$ cat src/sv/clas_pkg.sv
// ----------------------------------------------------------------------------
// clas_pkg
// Shared types, codes and constants of the command line argument splitter.
// ----------------------------------------------------------------------------
package clas_pkg;

	// command line characters
	localparam logic [7:0] QUOTE_CH  = 8'h22;
	localparam logic [7:0] BSLASH_CH = 8'h5C;
	localparam logic [7:0] SPACE_CH  = 8'h20;
	localparam logic [7:0] TAB_CH    = 8'h09;
	localparam logic [7:0] CR_CH     = 8'h0D;

	// line and argument limits
	localparam int unsigned LINE_BYTES = 4096;
	localparam int unsigned MAX_ARGS   = 256;
	localparam int unsigned POS_W      = $clog2(LINE_BYTES);
	localparam int unsigned CNT_W      = $clog2(MAX_ARGS) + 1;
	localparam int unsigned IDX_W      = $clog2(MAX_ARGS);

	// most results one input byte can cause
	localparam int unsigned MAX_RES = 3;

	// result kinds
	typedef enum logic [1:0] {
		KIND_BYTES    = 2'd0,
		KIND_ARG_END  = 2'd1,
		KIND_LINE_END = 2'd2
	} kind_t;

	// quote cycle
	typedef enum logic [1:0] {
		QP_OUTSIDE = 2'd0,
		QP_INSIDE  = 2'd1,
		QP_CLOSED  = 2'd2
	} quote_phase_t;

	// one result item
	typedef struct packed {
		kind_t             kind;
		logic [7:0]        value;
		logic [7:0]        repeat_res;
		logic [IDX_W-1:0]  arg_index;
		logic [POS_W-1:0]  arg_start;
		logic [CNT_W-1:0]  arg_count;
		logic              last;
	} res_t;

	function automatic res_t make_res(kind_t kind, logic [7:0] value, logic [7:0] rep,
			logic [IDX_W-1:0] idx, logic [POS_W-1:0] start, logic [CNT_W-1:0] count);
		res_t r;
		r.kind       = kind;
		r.value      = value;
		r.repeat_res = rep;
		r.arg_index  = idx;
		r.arg_start  = start;
		r.arg_count  = count;
		r.last       = 1'b0;
		return r;
	endfunction

endpackage

$ cat src/sv/clas_cmd_if.sv
// ----------------------------------------------------------------------------
// clas_cmd_if
// Input channel: one command line byte or an end-of-line mark per transfer.
// ----------------------------------------------------------------------------
interface clas_cmd_if;
	logic       valid;
	logic       ready;
	logic [7:0] ch;
	logic       end_of_line;

	modport source (output valid, output ch, output end_of_line, input ready);
	modport sink (input valid, input ch, input end_of_line, output ready);
endinterface

$ cat src/sv/clas_res_if.sv
// ----------------------------------------------------------------------------
// clas_res_if
// Result channel: argument bytes, end of argument or end of line per transfer.
// ----------------------------------------------------------------------------
interface clas_res_if;
	import clas_pkg::*;

	logic             valid;
	logic             ready;
	kind_t            kind;
	logic [7:0]       value;
	logic [7:0]       repeat_res;
	logic [IDX_W-1:0] arg_index;
	logic [POS_W-1:0] arg_start;
	logic [CNT_W-1:0] arg_count;
	logic             last;

	modport source (output valid, output kind, output value, output repeat_res,
		output arg_index, output arg_start, output arg_count, output last, input ready);
	modport sink (input valid, input kind, input value, input repeat_res,
		input arg_index, input arg_start, input arg_count, input last, output ready);
endinterface

$ cat src/sv/command_line_argument_splitter_top.sv
// ----------------------------------------------------------------------------
// command_line_argument_splitter_top
// Splits a byte stream of a command line into arguments with quote and
// backslash handling; reports byte runs, argument ends and the line end.
// ----------------------------------------------------------------------------
// Usage:
//   cmd carries one byte (or an end-of-line mark) per transfer, res carries
//   one result per transfer. Each accepted input causes zero to three
//   results; the last one has last set.
//   The splitter state and the results of an input are computed in the
//   cycle the input is taken and stored in a three-entry result buffer.
//   The first result is offered on res the cycle after the transfer; the
//   buffer then drains one result per cycle while res is ready.
//   Flow: an input is taken in the same cycle the final buffered result
//   leaves; three results at most (end of line with pending backslashes
//   in an open argument). Inputs with no result are taken back to back.
//   When res stalls the buffer holds its entries and cmd.ready stays low.
//   Reset clears the splitter state and empties the buffer; an end of line
//   also returns the state to its reset values.
// ----------------------------------------------------------------------------
module command_line_argument_splitter_top (
	input  logic       clk,
	input  logic       arst_n,
	clas_cmd_if.sink   cmd,
	clas_res_if.source res
);
	import clas_pkg::*;

	// splitter state
	logic             in_arg_q;
	quote_phase_t     qphase_q;
	logic [7:0]       pend_q;
	logic [CNT_W-1:0] total_q;
	logic [POS_W-1:0] pos_q;
	logic [POS_W-1:0] start_q;

	// next state and results of the offered input
	logic             nxt_in_arg;
	quote_phase_t     nxt_qphase;
	logic [7:0]       nxt_pend;
	logic [CNT_W-1:0] nxt_total;
	logic [POS_W-1:0] nxt_pos;
	logic [POS_W-1:0] nxt_start;
	res_t             ent [MAX_RES];
	logic [1:0]       n_ent;

	// result buffer
	res_t       buf_q [MAX_RES];
	logic [1:0] cnt_q;
	logic [1:0] rd_q;

	logic             cur_is_space;
	logic [IDX_W-1:0] cur_idx;
	logic [7:0]       b_pend;
	quote_phase_t     b_qphase;
	logic             cmd_xfer;
	logic             res_xfer;
	logic             drain_last;
	res_t             head;

	assign cur_is_space = (cmd.ch == SPACE_CH) || ((cmd.ch >= TAB_CH) && (cmd.ch <= CR_CH));
	assign cur_idx = total_q[CNT_W-1] ? {IDX_W{1'b1}} : total_q[IDX_W-1:0];

	// state after an implicit argument start
	assign b_pend   = in_arg_q ? pend_q : 8'd0;
	assign b_qphase = in_arg_q ? qphase_q : QP_OUTSIDE;

	// splitting rules for one input
	always_comb begin
		nxt_in_arg = in_arg_q;
		nxt_qphase = qphase_q;
		nxt_pend   = pend_q;
		nxt_total  = total_q;
		nxt_pos    = pos_q;
		nxt_start  = start_q;
		n_ent      = 2'd0;
		for (int i = 0; i < MAX_RES; i++) begin
			ent[i] = '0;
		end

		if (cmd.end_of_line) begin
			// flush and close an open argument, then report the count
			if (in_arg_q) begin
				if (pend_q != 8'd0) begin
					ent[n_ent] = make_res(KIND_BYTES, BSLASH_CH, pend_q, cur_idx, '0, '0);
					n_ent = n_ent + 2'd1;
				end
				ent[n_ent] = make_res(KIND_ARG_END, 8'd0, 8'd0, cur_idx, start_q, '0);
				n_ent = n_ent + 2'd1;
				if (!total_q[CNT_W-1]) begin
					nxt_total = total_q + 1'b1;
				end
			end
			ent[n_ent] = make_res(KIND_LINE_END, 8'd0, 8'd0, '0, '0, nxt_total);
			n_ent = n_ent + 2'd1;
			nxt_in_arg = 1'b0;
			nxt_qphase = QP_OUTSIDE;
			nxt_pend   = 8'd0;
			nxt_total  = '0;
			nxt_pos    = '0;
			nxt_start  = '0;
		end else begin
			nxt_pos = pos_q + 1'b1;
			if (cur_is_space) begin
				if (in_arg_q) begin
					if (pend_q != 8'd0) begin
						ent[n_ent] = make_res(KIND_BYTES, BSLASH_CH, pend_q, cur_idx, '0, '0);
						n_ent = n_ent + 2'd1;
					end
					nxt_pend = 8'd0;
					if (qphase_q == QP_INSIDE) begin
						// quoted whitespace is an argument byte
						ent[n_ent] = make_res(KIND_BYTES, cmd.ch, 8'd1, cur_idx, '0, '0);
						n_ent = n_ent + 2'd1;
					end else begin
						ent[n_ent] = make_res(KIND_ARG_END, 8'd0, 8'd0, cur_idx, start_q, '0);
						n_ent = n_ent + 2'd1;
						if (!total_q[CNT_W-1]) begin
							nxt_total = total_q + 1'b1;
						end
						nxt_in_arg = 1'b0;
						nxt_qphase = QP_OUTSIDE;
					end
				end
			end else begin
				nxt_in_arg = 1'b1;
				if (!in_arg_q) begin
					nxt_start = pos_q;
				end
				if (cmd.ch == BSLASH_CH) begin
					nxt_qphase = (b_qphase == QP_INSIDE) ? QP_INSIDE : QP_OUTSIDE;
					nxt_pend   = (b_pend == 8'hFF) ? 8'hFF : b_pend + 8'd1;
				end else if (cmd.ch == QUOTE_CH) begin
					nxt_pend   = 8'd0;
					nxt_qphase = b_qphase;
					// backslash pairs before a quote
					if (b_pend[7:1] != 7'd0) begin
						ent[n_ent] = make_res(KIND_BYTES, BSLASH_CH, {1'b0, b_pend[7:1]},
							cur_idx, '0, '0);
						n_ent = n_ent + 2'd1;
					end
					if (b_pend[0]) begin
						// escaped quote
						ent[n_ent] = make_res(KIND_BYTES, QUOTE_CH, 8'd1, cur_idx, '0, '0);
						n_ent = n_ent + 2'd1;
					end else begin
						case (b_qphase)
							QP_INSIDE: nxt_qphase = QP_CLOSED;
							QP_CLOSED: begin
								ent[n_ent] = make_res(KIND_BYTES, QUOTE_CH, 8'd1, cur_idx, '0, '0);
								n_ent = n_ent + 2'd1;
								nxt_qphase = QP_OUTSIDE;
							end
							default: nxt_qphase = QP_INSIDE;
						endcase
					end
				end else begin
					nxt_qphase = (b_qphase == QP_INSIDE) ? QP_INSIDE : QP_OUTSIDE;
					nxt_pend   = 8'd0;
					if (b_pend != 8'd0) begin
						ent[n_ent] = make_res(KIND_BYTES, BSLASH_CH, b_pend, cur_idx, '0, '0);
						n_ent = n_ent + 2'd1;
					end
					ent[n_ent] = make_res(KIND_BYTES, cmd.ch, 8'd1, cur_idx, '0, '0);
					n_ent = n_ent + 2'd1;
				end
			end
		end

		// mark the final result of this input
		if (n_ent != 2'd0) begin
			ent[n_ent - 2'd1].last = 1'b1;
		end
	end

	// handshakes
	assign head       = buf_q[rd_q];
	assign res_xfer   = res.valid && res.ready;
	assign drain_last = res_xfer && (rd_q == cnt_q - 2'd1);
	assign cmd.ready  = (cnt_q == 2'd0) || drain_last;
	assign cmd_xfer   = cmd.valid && cmd.ready;

	// state and buffer control
	always_ff @(posedge clk or negedge arst_n) begin
		if (!arst_n) begin
			in_arg_q <= 1'b0;
			qphase_q <= QP_OUTSIDE;
			pend_q   <= 8'd0;
			total_q  <= '0;
			pos_q    <= '0;
			start_q  <= '0;
			cnt_q    <= 2'd0;
			rd_q     <= 2'd0;
		end else if (cmd_xfer) begin
			in_arg_q <= nxt_in_arg;
			qphase_q <= nxt_qphase;
			pend_q   <= nxt_pend;
			total_q  <= nxt_total;
			pos_q    <= nxt_pos;
			start_q  <= nxt_start;
			cnt_q    <= n_ent;
			rd_q     <= 2'd0;
		end else if (drain_last) begin
			cnt_q <= 2'd0;
			rd_q  <= 2'd0;
		end else if (res_xfer) begin
			rd_q <= rd_q + 2'd1;
		end
	end

	// result payload
	always_ff @(posedge clk) begin
		if (cmd_xfer) begin
			for (int i = 0; i < MAX_RES; i++) begin
				buf_q[i] <= ent[i];
			end
		end
	end

	// result channel
	assign res.valid      = (cnt_q != 2'd0);
	assign res.kind       = head.kind;
	assign res.value      = head.value;
	assign res.repeat_res = head.repeat_res;
	assign res.arg_index  = head.arg_index;
	assign res.arg_start  = head.arg_start;
	assign res.arg_count  = head.arg_count;
	assign res.last       = head.last;

endmodule
$ cat src/flat_wrapper.sv
// flat-port wrapper written by rule: the top's interface ports become plain ports
module command_line_argument_splitter_top_flat import clas_pkg::*;
  (clk, arst_n, cmd_valid, cmd_ch, cmd_end_of_line, cmd_ready, res_valid, res_kind, res_value, res_repeat_res, res_arg_index, res_arg_start, res_arg_count, res_last, res_ready);
  clas_cmd_if cmd_i ();
  clas_res_if res_i ();
  input  logic clk;
  input  logic arst_n;
  input wire logic [$bits(cmd_i.valid)-1:0] cmd_valid;
  input wire logic [$bits(cmd_i.ch)-1:0] cmd_ch;
  input wire logic [$bits(cmd_i.end_of_line)-1:0] cmd_end_of_line;
  output wire logic [$bits(cmd_i.ready)-1:0] cmd_ready;
  output wire logic [$bits(res_i.valid)-1:0] res_valid;
  output wire logic [$bits(res_i.kind)-1:0] res_kind;
  output wire logic [$bits(res_i.value)-1:0] res_value;
  output wire logic [$bits(res_i.repeat_res)-1:0] res_repeat_res;
  output wire logic [$bits(res_i.arg_index)-1:0] res_arg_index;
  output wire logic [$bits(res_i.arg_start)-1:0] res_arg_start;
  output wire logic [$bits(res_i.arg_count)-1:0] res_arg_count;
  output wire logic [$bits(res_i.last)-1:0] res_last;
  input wire logic [$bits(res_i.ready)-1:0] res_ready;
  assign cmd_i.valid = cmd_valid;
  assign cmd_i.ch = cmd_ch;
  assign cmd_i.end_of_line = cmd_end_of_line;
  assign cmd_ready = cmd_i.ready;
  assign res_valid = res_i.valid;
  assign res_kind = res_i.kind;
  assign res_value = res_i.value;
  assign res_repeat_res = res_i.repeat_res;
  assign res_arg_index = res_i.arg_index;
  assign res_arg_start = res_i.arg_start;
  assign res_arg_count = res_i.arg_count;
  assign res_last = res_i.last;
  assign res_i.ready = res_ready;
  command_line_argument_splitter_top u_core (.clk(clk), .arst_n(arst_n), .cmd(cmd_i), .res(res_i));
endmodule
$ cat config.mk
export PLATFORM = sky130hd
export DESIGN_NAME = command_line_argument_splitter_top_flat
export DESIGN_NICKNAME = d
export VERILOG_FILES = /design/src/sv/clas_pkg.sv /design/src/sv/clas_cmd_if.sv /design/src/sv/clas_res_if.sv /design/src/sv/command_line_argument_splitter_top.sv /design/src/flat_wrapper.sv
export SDC_FILE = /design/constraint.sdc
export NUM_CORES = 1
export LEC_CHECK = 0
export BUFFER_PORTS_ARGS = -buffer_cell sky130_fd_sc_hd__buf_2
export CAP_MARGIN = 30
export CORE_UTILIZATION = 55
export CTS_BUF_LIST = sky130_fd_sc_hd__clkbuf_4 sky130_fd_sc_hd__clkbuf_8
export DETAILED_ROUTE_END_ITERATION = 8
export PLACE_DENSITY = 0.74
export SYNTH_ARGS = -nofsm -noshare
export SYNTH_HDL_FRONTEND = slang
export SYNTH_SLANG_ARGS = --single-unit
$ cat constraint.sdc
create_clock -name clk -period 11.9 [get_ports clk]
set_clock_uncertainty 0.1 [all_clocks]
set_input_delay 1.19 -clock clk [delete_from_list [all_inputs] [get_ports clk]]
set_output_delay 1.19 -clock clk [all_outputs]
set_load 0.005 [all_outputs]
==> results of run 1 <==
kinds of logic (layout without fill, tap and decap cells):
kind of cell | count (synthesis) | count (layout) | share of synthesized area
flip-flops | 148 | 148 | 0.544
XOR/XNOR | 11 | 11 | 0.0125
adder cells (fa/ha/maj) | 11 | 11 | 0.0178
AO/OA/AOI/OAI | 159 | 159 | 0.135
AND/OR/NAND/NOR | 310 | 310 | 0.194
multiplexers | 46 | 46 | 0.0597
buffers and inverters | 70 | 127 | 0.0372
critical path, delay by kind of cell, from the launching register on:
| family | cells | cell delay, ns |
|---|---|---|
| compound gates | 1 | 0.32 |
| xor+xnor | 1 | 0.26 |
| buf+inv | 2 | 0.26 |
| flops | 1 | 1.03 |
report_power, final:
| part | leakage [nW] | internal [mW] | switching (mW) | total [mW] |
|---|---|---|---|---|
| clock | 0.185 | 0.172 | 0.187 | 0.358 |
| combinational | 1.63 | 0.260 | 0.430 | 0.690 |
| sequential | 1.60 | 0.746 | 0.101 | 0.848 |
worst paths after layout:
| path | from | to |
|---|---|---|
| max in group asynchronous | arst_n | u_core.rd_q[1] |
| setup / recovery | u_core.rd_q[1] | cmd_ready |
| hold / removal | u_core.start_q[5] | u_core.start_q[5] |
| setup reg to reg | u_core.rd_q[1] | u_core.buf_q[0][32] |
| hold reg to reg | u_core.start_q[5] | u_core.start_q[5] |
| min in group asynchronous | arst_n | u_core.pos_q[6] |
area by class of cell:
| type | instances | area (sq um) | area share |
|---|---|---|---|
| Sequential cell | 148 | 4210 | 0.495 |
| Multi-Input combinational cell | 537 | 3250 | 0.382 |
| Timing Repair Buffer | 71 | 373 | 0.0439 |
| Clock buffer | 20 | 256 | 0.0302 |
| Tap cell | 176 | 220 | 0.0259 |
| Clock inverter | 12 | 104 | 0.0122 |
| Inverter | 24 | 92.6 | 0.0109 |
synth_stat cells, types with 3 or more instances:
cell      instances
nor2_1          114
edfxtp_1        100
nand2_1          70
o21ai_0          59
dfrtp_1          48
mux2i_1          45
and2_1           37
clkbuf_1         31
nor3_1           24
a21oi_1          23
inv_1            22
a22oi_1          17
nand3_1          16
a31oi_1          11
buf_2            11
ha_1             11
and3_1           10
xnor2_1           9
nor2b_1           8
o22ai_1           8
a21o_1            6
a22o_1            4
nand2b_1          4
or2_2             4
buf_4             3
or4_1             3
registers in the layout, summed over array words and instances (netlist names):
register,flops
u_core.buf_q,100
u_core.qphase_q,2
u_core.cnt_q,2
u_core.in_arg_q,1
u_core.total_q,9
u_core.pend_q,8
u_core.rd_q,2
u_core.pos_q,12
u_core.start_q,12
routing by layer:
metal / part of all wire / GRT usage / wire (um)
met4: 0.016 / 0.100 / 270
met1: 0.44 / 0.332 / 7380
met2: 0.48 / 0.393 / 8180
met3: 0.061 / 0.0476 / 1030
met5: 0 / 0 / 0
through the flow:
step                total power, mW  hold WS [ns]  cell area, sq um  setup WS (ns)
floorplan                      1.31         0.374              7730           6.80
global placement               1.52         0.398              8120           7.94
detailed placement             1.55         0.419              8140           8.01
CTS                            1.91         0.434              8500           8.18
global route                   2.02         0.451              8500           8.03
finish                         1.90         0.439              8500           8.29
==> results.sh, run 1 <==
export IMPL_status="finished clean"
export IMPL_max_cap_viol_count=0
export IMPL_placed_cells=956
export IMPL_critical_path_max_stage_delay_ns=1.03
export IMPL_min_period_ns=3.61
export IMPL_hold_viol_final=0
export IMPL_synth_sequential_area_ratio=0.544
export IMPL_root_buffer="clkbuf_8"
export IMPL_layout_area_overhead_vs_synth_pct=9.99
export IMPL_layout_common_cells="nor2_1 (114), edfxtp_1 (100), nand2_1 (70), buf_2 (64), o21ai_0 (59)"
export IMPL_p_per_area_nw_per_um2=223
export IMPL_grt_use_total=0.246
export IMPL_numPortBuffers=62
export IMPL_yosysTopAreaCellShare=0.389
export IMPL_grt_pass1_vias=5632
export IMPL_nets=823
export IMPL_vias=5869
export IMPL_fin_util=0.632
export IMPL_antenna_found_initial=0
export IMPL_core_area_sq_um=13500
export IMPL_cp_end_kind="primary output"
export IMPL_antenna_cells=0
export IMPL_rows=42
export IMPL_hp_class="reg2reg"
export IMPL_relSlewSlack=0.337
export IMPL_clk_latency_ns=0.44
export IMPL_drive_gt1_frac=0.158
export IMPL_gp_congestion=0.938
export IMPL_post_route_drc_count=0
export IMPL_arrival_ns=2.32
export IMPL_netlist_instances=755
export IMPL_cpMaxStageDelayCell="dfrtp_2"
export IMPL_slew_viol_final=0
export IMPL_cts_repair_resized=0
export IMPL_cts_sinks=148
export IMPL_gr_total_overflow=0
export IMPL_max_freq_ghz=0.277
export IMPL_synth_largest_area_cell="edfxtp_1"
export IMPL_synth_flop_cell="edfxtp_1"
export IMPL_layout_cells_non_filler=988
export IMPL_num_io_pins=63
export IMPL_start_util=0.574
export IMPL_cts_setup_buffers=0
export IMPL_fill_cells=1111
export IMPL_cts_buffers=17
export IMPL_cp_start_kind="flop"
export IMPL_power_leakage_nw=3.41
export IMPL_grt_max_degree=79
export IMPL_yosysWarningCount=0
export IMPL_hold_path_depth=2
export IMPL_max_vdd_ir_drop_mv=0.108
export IMPL_htreeDepth=4
export IMPL_crit_chain="xor2_1 -> a31oi_1 -> inv_1 -> buf_2"
export IMPL_mostFrequentLayoutCell="nor2_1"
export IMPL_synth_fp_nets=779
export IMPL_die_area_sq_um=14500
export IMPL_detailed_place_hpwl_mm=11.2
export IMPL_worst_pin_slew_ns=0.994
export IMPL_async_reset_ff_frac=0.324
export IMPL_avgSynthCellArea_sq_um=10.2
export IMPL_die_w_um=121
export IMPL_yosys_register_bits=148
export IMPL_cp_required_ns=10.61
export IMPL_tns_ns=0
export IMPL_drt_total_wl_mm=16.9
export IMPL_period_share=0.304
export IMPL_regToRegSetupSlack_ns=8.38
export IMPL_hold_buffers=0
export IMPL_wl_per_cell_um=17.1
export IMPL_cp_max_fo=58
export IMPL_rsz0062_at_grt="false"
export IMPL_die_height_um=121
export IMPL_setup_viol=0
export IMPL_grt_first_pass_wirelength_mm=27.8
export IMPL_r2r_cells=5
export IMPL_syn_area_sq_um=7730
export IMPL_postRouteAntennaNets=0
export IMPL_synth_edf_count=100
export IMPL_ys_types=69
export IMPL_cts_tree="yes"
export IMPL_crit_type="reg2out"
export IMPL_drtIter0Drc=518
export IMPL_clk_path_buf_depth=2
export IMPL_clk_pin_slew_worst_paths_ns=0.08
export IMPL_synth_area_leaders="edfxtp_1 (39%), dfrtp_1 (16%), mux2i_1 (5.8%)"
export IMPL_dr_pass1_iters=5
export IMPL_avgViaCountPerCell=5.94
Note: power is estimated with default switching activity, not from simulation.
==> run 2, diff against run 1 <==
Settings changed: PLACE_DENSITY 0.74 to 0.77.
Clock period 11.9 ns to 3.1 ns, I/O delays scaled along.
==> run 2 against run 1 <==
First-iteration DRC count grew 6.8%; sequential cell count is the same; worst setup slack lost 8.0 ns; sequential power grew to 3.7 times the previous value; wire length grew 3.1%; core utilization grew 1.0 points; final area grew 1.6%; critical endpoint is now u_core.buf_q[0][0]; largest cell class unchanged; largest power group unchanged; highest routed layer unchanged.
==> results.sh, run 2 (synthesis results as in run 1) <==
export IMPL_status="finished clean"
export IMPL_critical_path_max_stage_delay_ns=0.61
export IMPL_largest_reg_flops=100
export IMPL_max_freq_ghz=0.353
export IMPL_htreeDepth=4
export IMPL_cpMaxStageDelayCell="or4_4"
export IMPL_crit_chain="or4_4 -> o21ai_0 -> inv_1 -> ha_1 -> a211oi_1 -> nor4_1 -> o31ai_2 -> nor2b_1"
export IMPL_tns_ns=0
export IMPL_cp_required_ns=3.20
export IMPL_p_total_mw=7.40
export IMPL_drive_gt1_frac=0.166
export IMPL_relSlewSlack=0.459
export IMPL_drt_total_wl_mm=17.4
export IMPL_min_period_ns=2.84
export IMPL_numPortBuffers=62
export IMPL_die_area_sq_um=14500
export IMPL_clk_pin_slew_worst_paths_ns=0.08
export IMPL_arrival_ns=2.93
export IMPL_slew_viol_final=0
export IMPL_avgViaCountPerCell=6.01
export IMPL_reg_top3="u_core.buf_q: 100 flops, u_core.pos_q: 12 flops, u_core.start_q: 12 flops"
export IMPL_worst_pin_slew_ns=0.812
export IMPL_clk_latency_ns=0.45
export IMPL_period_share=0.915
export IMPL_postRouteAntennaNets=0
export IMPL_mostFrequentLayoutCell="nor2_1"
export IMPL_grt_pass1_vias=5716
export IMPL_grt_first_pass_wirelength_mm=27.9
export IMPL_fin_util=0.642
export IMPL_wl_per_cell_um=17.3
export IMPL_cts_buffers=17
export IMPL_hp_class="in2reg"
export IMPL_die_w_um=121
export IMPL_nets=838
export IMPL_max_cap_viol_count=0
export IMPL_post_route_drc_count=0
export IMPL_core_area_sq_um=13500
export IMPL_layout_common_cells="nor2_1 (114), edfxtp_1 (100), nand2_1 (70), buf_2 (62), o21ai_0 (59)"
export IMPL_rsz0062_at_grt="false"
export IMPL_path_buf_inv=1
export IMPL_power_leakage_nw=3.48
export IMPL_cts_sinks=148
export IMPL_crit_type="reg2reg"
export IMPL_gr_total_overflow=0
export IMPL_max_vdd_ir_drop_mv=0.464
export IMPL_antenna_cells=0
export IMPL_clk_path_buf_depth=2
export IMPL_grt_use_total=0.251
export IMPL_setup_viol=0
export IMPL_grt_max_degree=84
export IMPL_rows=42
export IMPL_layout_cells_non_filler=1002
export IMPL_fin_area_sq_um=8630
export IMPL_layout_area_overhead_vs_synth_pct=11.7
export IMPL_regMostFlops="u_core.buf_q"
export IMPL_detailed_place_hpwl_mm=11.7
export IMPL_start_util=0.574
export IMPL_die_height_um=121
export IMPL_cp_end_kind="flop"
export IMPL_p_per_area_nw_per_um2=858
export IMPL_gp_congestion=0.910
export IMPL_cts_tree="yes"
export IMPL_placed_cells=970
export IMPL_antenna_found_initial=0
export IMPL_root_buffer="clkbuf_8"
export IMPL_cp_start_kind="flop"
export IMPL_crit_family="compound AO/OA/AOI/OAI gates"
export IMPL_num_io_pins=63
export IMPL_dpl_cell_area_sq_um=8260
export IMPL_hold_viol_final=0
export IMPL_vias=6018
export IMPL_drtIter0Drc=553
export IMPL_dr_pass1_iters=6
export IMPL_cp_max_fo=7
-- run 2: cell types whose count changed in the layout (fill, tap and decap cells not counted), moves of 2 or more --
cell / before / now
inv_6: 3 / 0
buf_4: 7 / 22
clkinv_1: 2 / 6
clkbuf_4: 3 / 1
buf_2: 64 / 62
-- run 2: where the power goes --
group,internal [mW],total (mW),switching (mW)
Sequential,2.86,3.15,0.294
Clock,0.700,1.39,0.689
Combinational,1.08,2.86,1.79
-- run 2: worst paths after layout --
kind / endpoint / depth (start not counted) / startpoint / slack, ns
max: u_core.buf_q[0][0] / 8 / u_core.pend_q[2] / 0.26
min reg2reg: u_core.start_q[10] / 2 / u_core.start_q[10] / 0.45
max reg2reg: u_core.buf_q[0][0] / 8 / u_core.pend_q[2] / 0.26
max in group asynchronous: u_core.start_q[2] / 3 / arst_n / 1.78
min: u_core.buf_q[1][44] / 2 / cmd_ch[6] / 0.11
min in group asynchronous: u_core.pend_q[5] / 2 / arst_n / 0.33
-- run 2: per-stage QoR --
stage,worst slack [ns],hold WS [ns]
detailed placement,0.309,0.302
global placement,0.340,0.284
global route,0.0286,0.0820
CTS,0.301,0.0825
finish,0.265,0.107
floorplan,0.239,-0.0856
-- run 2: area by class of cell --
type	count	area (sq um)
clock buffers	18	241
clock inverters	13	118
fillers	1133	4820
inverters	24	95.1
multi-input cells	537	3250
flip-flops and latches	148	4210
well taps	176	220
repair buffers	86	505
-- run 2: layer usage --
metal	wire length, um	vias up	global-route usage
li1	-	2820	-
met1	7380	2930	0.328
met2	8580	238	0.412
met3	1080	30	0.0528
met4	333	0	0.0941
met5	0	-	0
-- run 2: what timing repair did --
action	CTS	global route
hold endpoints to repair	24	0
setup buffers	0	0
setup endpoints to repair	0	0
resized for setup	0	0
hold buffers	1	0
